File: config.mk
export PLATFORM = sky130hd
export DESIGN_NAME = qpht_ctrl
export DESIGN_NICKNAME = d
export VERILOG_FILES = /design/src/hw/rtl/qpht_pkg.sv /design/src/hw/rtl/qpht_ctrl.sv
export SDC_FILE = /design/constraint.sdc
export NUM_CORES = 1
export LEC_CHECK = 0
export BUFFER_PORTS_ARGS = -buffer_cell sky130_fd_sc_hd__clkbuf_2
export CAP_MARGIN = 20
export CORE_AREA = 2 2 39 41
export DETAILED_ROUTE_END_ITERATION = 10
export DIE_AREA = 0 0 41 43
export PLACE_DENSITY = 0.47
export SETUP_SLACK_MARGIN = 0.3
export SYNTH_ARGS = -nofsm -noshare
export SYNTH_HDL_FRONTEND = slang
export SYNTH_SLANG_ARGS = --single-unit
File: constraint.sdc
create_clock -name clk -period 1.6 [get_ports clk]
set_input_delay 0.32 -clock clk [delete_from_list [all_inputs] [get_ports clk]]
set_output_delay 0.32 -clock clk [all_outputs]
set_load 0.005 [all_outputs]
File: src/hw/rtl/qpht_pkg.sv
// shared types and constants for the quadratic probe hash table
`default_nettype none

package qpht_pkg;

  localparam int TABLE_SIZE = 1024;
  localparam int SLOT_W     = $clog2(TABLE_SIZE);
  localparam int KEY_W      = 31;
  localparam int MOD_W      = 11;
  localparam int LIMIT_W    = 10;
  localparam int CNT_W      = 10;
  localparam int STATUS_W   = 2;
  localparam int ROW_W      = KEY_W + 1;
  localparam int DIV_CNT_W  = $clog2(KEY_W);
  localparam int CFG_IDX_W  = 1;
  localparam int CFG_DATA_W = MOD_W;

  localparam logic [MOD_W-1:0]   HASH_MOD_RST    = MOD_W'(1021);
  localparam logic [LIMIT_W-1:0] PROBE_LIMIT_RST = LIMIT_W'(1023);

  typedef logic [CFG_IDX_W-1:0] cfg_idx_t;
  localparam cfg_idx_t CFG_HASH_MOD    = cfg_idx_t'(0);
  localparam cfg_idx_t CFG_PROBE_LIMIT = cfg_idx_t'(1);

  typedef enum logic [STATUS_W-1:0] {
    RES_FOUND = 2'd0,
    RES_EMPTY = 2'd1,
    RES_LIMIT = 2'd2
  } res_status_t;

  typedef enum logic [2:0] {
    CS_CLEAR,
    CS_IDLE,
    CS_DIV,
    CS_READ,
    CS_CHECK,
    CS_DONE
  } ctrl_state_t;

  typedef struct packed {
    logic load;
    logic div_step;
    logic clr_step;
    logic mem_rd;
    logic probe_next;
    logic fin;
    logic out_load;
  } dp_cmd_t;

  typedef struct packed {
    logic clr_last;
    logic div_last;
    logic done;
    logic out_free;
  } dp_sts_t;

endpackage

`default_nettype wire

File: src/hw/rtl/qpht_ctrl.sv
// sequencing state machine for table clear, hashing and probing
`default_nettype none

module qpht_ctrl (
  input  wire logic              clk,
  input  wire logic              rst_n,
  input  wire logic              in_valid,
  output logic                   in_ready,
  input  wire qpht_pkg::dp_sts_t sts,
  output qpht_pkg::dp_cmd_t      cmd
);

  qpht_pkg::ctrl_state_t state_r;
  qpht_pkg::ctrl_state_t state_nxt;

  always_ff @(posedge clk) begin
    if (!rst_n) begin
      state_r <= qpht_pkg::CS_CLEAR;
    end else begin
      state_r <= state_nxt;
    end
  end

  always_comb begin
    state_nxt = state_r;
    cmd       = '0;
    in_ready  = 1'b0;
    unique case (state_r)
      qpht_pkg::CS_CLEAR: begin
        cmd.clr_step = 1'b1;
        if (sts.clr_last) begin
          state_nxt = qpht_pkg::CS_IDLE;
        end
      end
      qpht_pkg::CS_IDLE: begin
        in_ready = 1'b1;
        if (in_valid) begin
          cmd.load  = 1'b1;
          state_nxt = qpht_pkg::CS_DIV;
        end
      end
      qpht_pkg::CS_DIV: begin
        cmd.div_step = 1'b1;
        if (sts.div_last) begin
          state_nxt = qpht_pkg::CS_READ;
        end
      end
      qpht_pkg::CS_READ: begin
        cmd.mem_rd = 1'b1;
        state_nxt  = qpht_pkg::CS_CHECK;
      end
      qpht_pkg::CS_CHECK: begin
        if (sts.done) begin
          cmd.fin   = 1'b1;
          state_nxt = qpht_pkg::CS_DONE;
        end else begin
          cmd.probe_next = 1'b1;
          state_nxt      = qpht_pkg::CS_READ;
        end
      end
      qpht_pkg::CS_DONE: begin
        if (sts.out_free) begin
          cmd.out_load = 1'b1;
          state_nxt    = qpht_pkg::CS_IDLE;
        end
      end
      default: begin
        state_nxt = qpht_pkg::CS_IDLE;
      end
    endcase
  end

endmodule

`default_nettype wire

Word level (Yosys, flattened, before mapping)
Index checks and enable logic that the tools add are counted.

operators by class
  add/sub/neg operators = 0
  $mul = 0
  divide/modulo/power cells = 0
  order comparisons = 0
  eq/ne operators = 9
  shift-type cells = 0
  multiplexer cells = 17
  bitwise gates (word level) = 0
  reduce and logical (&&, ||, !) cells = 2

operator list
  operator            number
  $pmux 3 s6          1
  $mux 3              5
  $mux 1              10
  $ne 2x2->1 const B  4
  $eq 3x2->1 const B  2
  $eq 3x3->1 const B  2
  $reduce_and 4->1    1
  $eq 3x1->1 const B  1
  $logic_not 3->1     1
  $mux 2              1

word-level totals
  flip-flop bits (word level) = 3
  bits in latches = 0
  bits in writable memories = 0
  bits in read-only memories = 0
  input bits = 7
  output and inout port bits = 8
  logic and storage cells = 29
  memories = 0

Logic depth before layout (Yosys ltp)
  depth after elaboration = 3
  mapped depth = 4

Worst setup path after synthesis
Ideal clock, no wire load.

  path type = register -> output
  start point = register state_r[0]
  end point = output port cmd[6] (netlist name)
  data arrival time = 0.881 ns
  required time = 1.280 ns
  setup slack = 0.399 ns
  stages on the path, launching flop included = 5
  path buffers = 1
  cells stage by stage = dfxtp_1 > buf_6 > nor2b_4 > and2b_1 > and2_1

RTL lines
  what                    line             source
  from (decl)             qpht_ctrl.sv:13  qpht_pkg::ctrl_state_t state_r;
  from (signal assigned)  qpht_ctrl.sv:18  state_r <= qpht_pkg::CS_CLEAR;
  from (signal assigned)  qpht_ctrl.sv:20  state_r <= state_nxt;
  to (decl)               qpht_ctrl.sv:10  output qpht_pkg::dp_cmd_t cmd

==> metrics.md <==
| Metric | Value |
|---|---|
| Vias | `roughly 280` |
| Synth Warn # | `0` |
| Critical Path RT | `1280 ps` |
| Element type at the critical path end | `output port` |
| Worst-path fanout max | `3` |
| Syn Area/Cell | `a little over 9 um^2` |
| Total gr overflow | `0` |
| Largest family of logic cells by synthesized area | `simple AND/OR/NAND/NOR gates` |
| Total track usage | `between 8 and 9%` |
| Unrepaired setup endpoints after global routing | `yes` |
| Slew headroom | `around 90%` |
| FMAX | `roughly 720 MHz` |
| Core Rows | `14` |
| Clock Skew | `0.0309 ps` |
| Fin util | `between 30% and 40%` |
| CP Launch Type | `flop` |
| H-tree depth | `1` |
| DRC errors left | `0` |
| GPL Wtd Cong | `roughly 0.61` |
| Top cell type's share of synthesized area | `a little under a quarter` |
| Synth cell types | `22` |
| Hold Crit Class | `input port to flop` |
| Status | `completed` |
| Post-Synth Simple-Gate Area | `between 40 and 50%` |
| #FFs+latches synth | `3` |
| Total iterations of the first detailed-routing run | `1` |
| DR iter-0 viols | `0` |
| Diode count | `0` |
| DR vias/cell | `4.10` |
| Post-synthesis adder-cell area fraction | `0%` |
| Num CTS Buffers | `3` |
| Largest net degree at the start of global routing | `12` |
| Chip height | `between 40 and 50 um` |
| Max Transition Viols Final | `0` |
| Synthesized area | `between 200 and 300 um^2` |
| Routed Wire Length | `623 um` |
| Final setup fails | `0` |
| Share of cells above drive strength 1 | `about two thirds` |
| CTS tree | `built` |
| Leakage | `about 0.22 nW` |
| CTS clk-pin slew, worst paths | `roughly 40 ps` |
| Routed Antenna Nets | `0` |
| P per Cell Area | `735 nW/um^2` |
| Area grow syn2layout | `68.5%` |
| Syn Nets | `35` |
| Initial core utilization | `between 10% and 20%` |
| Number of global-route vias before repair | `between 200 and 250` |
| Count of final hold-check violations | `0` |
| Final Cycle Share | `86.6%` |
| Worst setup path class | `flop to output port` |
| Worst slew pin tran | `approximately 170 ps` |
| Initial antenna violation count | `0` |
| Number of flip-flops in the largest register | `3` |
| Top Registers | `state_r (3)` |
| Finished layout cell area | `428 um^2` |
| Die area | `~1800 um^2` |
| Setup TNS | `0 ps` |
| Max cap viols | `0` |
| Synth Instances | `28` |
| Mux share of post-synthesis cell area | `slightly below 4%` |
| Synth Area in XOR/XNOR | `0%` |
| First-pass GRT wire length | `917 um` |
| Post-DR wirelength/cell | `about 9.3 um` |
| Clk_lat worst skew | `around 230 ps` |
| Longest Clk Path Bufs | `2` |
| Synth Area in Compound Gates | `between 10% and 20%` |
| IO buf count | `14` |
| Critical Path AT | `about 1100 ps` |
| Post-DP Area | `~340 um^2` |
| Top cells by area, synth | `dfxtp_1 24%, and3b_1 6.9%, a221oi_2 5.9%, o2bb2ai_2 5.9%, nor2b_4 5.4%` |
| Largest Register | `state_r` |
| Register area share after synthesis | `23.6%` |
| # clock sinks | `3` |
| Peak VDD IR | `approximately 0.22 mV` |
| Dpl hpwl | `between 400 and 500 um` |
| Synth area leader | `dfxtp_1` |
| # IOs | `15` |
| Root Driver | `clkbuf_4` |
| Core area | `approximately 1400 um^2` |
| Chip width | `around 40 um` |
| Final min period | `between 1000 and 1500 ps` |
| Post-layout nets | `59` |
worst paths after layout:
check | start | endpoint | slack (ps) | cells past startpoint
worst max-delay path | state_r[0] | cmd[6] | 220 | 4
worst min-delay path | rst_n | state_r[1] | 350 | 3
worst max register to register | state_r[0] | state_r[1] | 490 | 5
worst min register to register | state_r[1] | state_r[2] | 580 | 3
cell type report:
| type | instances | area, um^2 |
|---|---|---|
| fillers | 146 | 956 |
| multi-input cells | 23 | 194 |
| repair buffers | 20 | 115 |
| flip-flops and latches | 3 | 68.8 |
| clock buffers | 4 | 26.3 |
| well taps | 16 | 20.0 |
| inverters | 1 | 3.75 |
report_power, final:
part / total (mW) / switching (mW) / internal (mW) / leakage [nW]
Sequential: 0.0869 / 0.00672 / 0.0802 / 0.0264
Combinational: 0.0932 / 0.0392 / 0.0540 / 0.180
Clock: 0.134 / 0.0407 / 0.0936 / 0.0150
Total: 0.314 / 0.0867 / 0.228 / 0.221
worst max-delay path, stage by stage (launching register included):
cell     delay [ps]
dfxtp_2         310
nor2b_4         130
and2b_1         150
and2_1          120
buf_2           120
repair_timing:
action / in CTS / in global routing
hold buffers: 0 / 0
setup buffers: 3 / 2
pin swaps: 3 / 0
setup endpoints to repair: 8 / 8
gates resized for setup: 6 / 6
cloned: 0 / 0
layer usage:
| layer | global-route usage [%] | vias to the layer above | routed length [um] |
|---|---|---|---|
| met5 | 0 | - | 0 |
| met4 | 8.00 | 0 | 0 |
| met3 | 3.14 | 0 | 42 |
| met2 | 10.6 | 6 | 340 |
| met1 | 8.95 | 123 | 240 |
| li1 | - | 146 | - |
layout by cell type, fill, tap and decap left out, drive strengths merged:
cell type,n
a21oi,1
a221oi,1
and2,2
and2b,1
and3,1
and3b,2
buf,10
clkbuf,14
dfxtp,3
inv,1
mux2i,1
nand2,2
nand2b,1
nor2,2
nor2b,2
nor3,1
nor3b,2
o21ai,1
o2bb2ai,1
o31a,1
or2b,1
Yosys cell counts:
| cell type | instances |
|---|---|
| o21ai_0 | 1 |
| dfxtp_1 | 3 |
| nor3_1 | 1 |
| and3_1 | 1 |
| nand2b_1 | 1 |
| nor2b_4 | 1 |
| nand2_1 | 2 |
| buf_6 | 1 |
| a221oi_2 | 1 |
| mux2i_1 | 1 |
| inv_1 | 1 |
| nor2b_2 | 1 |
| and3b_1 | 2 |
| nor3b_2 | 1 |
| nor3b_1 | 1 |
| a21oi_1 | 1 |
| o31a_1 | 1 |
| o2bb2ai_2 | 1 |
| or2b_1 | 1 |
| and2b_1 | 1 |
| nor2_1 | 2 |
| and2_1 | 2 |
metrics by stage:
step | worst slack (ps) | cells | total power [mW] | hold WS [ps]
floorplan | 399 | 28 | 0.138 | 428
global placement | 287 | 58 | 0.165 | 595
detailed placement | 261 | 58 | 0.165 | 594
CTS | 215 | 65 | 0.313 | 334
global route | 169 | 67 | 0.332 | 361
finish | 215 | 67 | 0.314 | 346
cell families (layout without fill, tap and decap cells):
group           Yosys count  count (layout)
mux                       1               1
compound gates            5               5
flops                     3               3
buf+inv                   2              25
simple gates             17              17
Power figures use the tool's default switching activity.
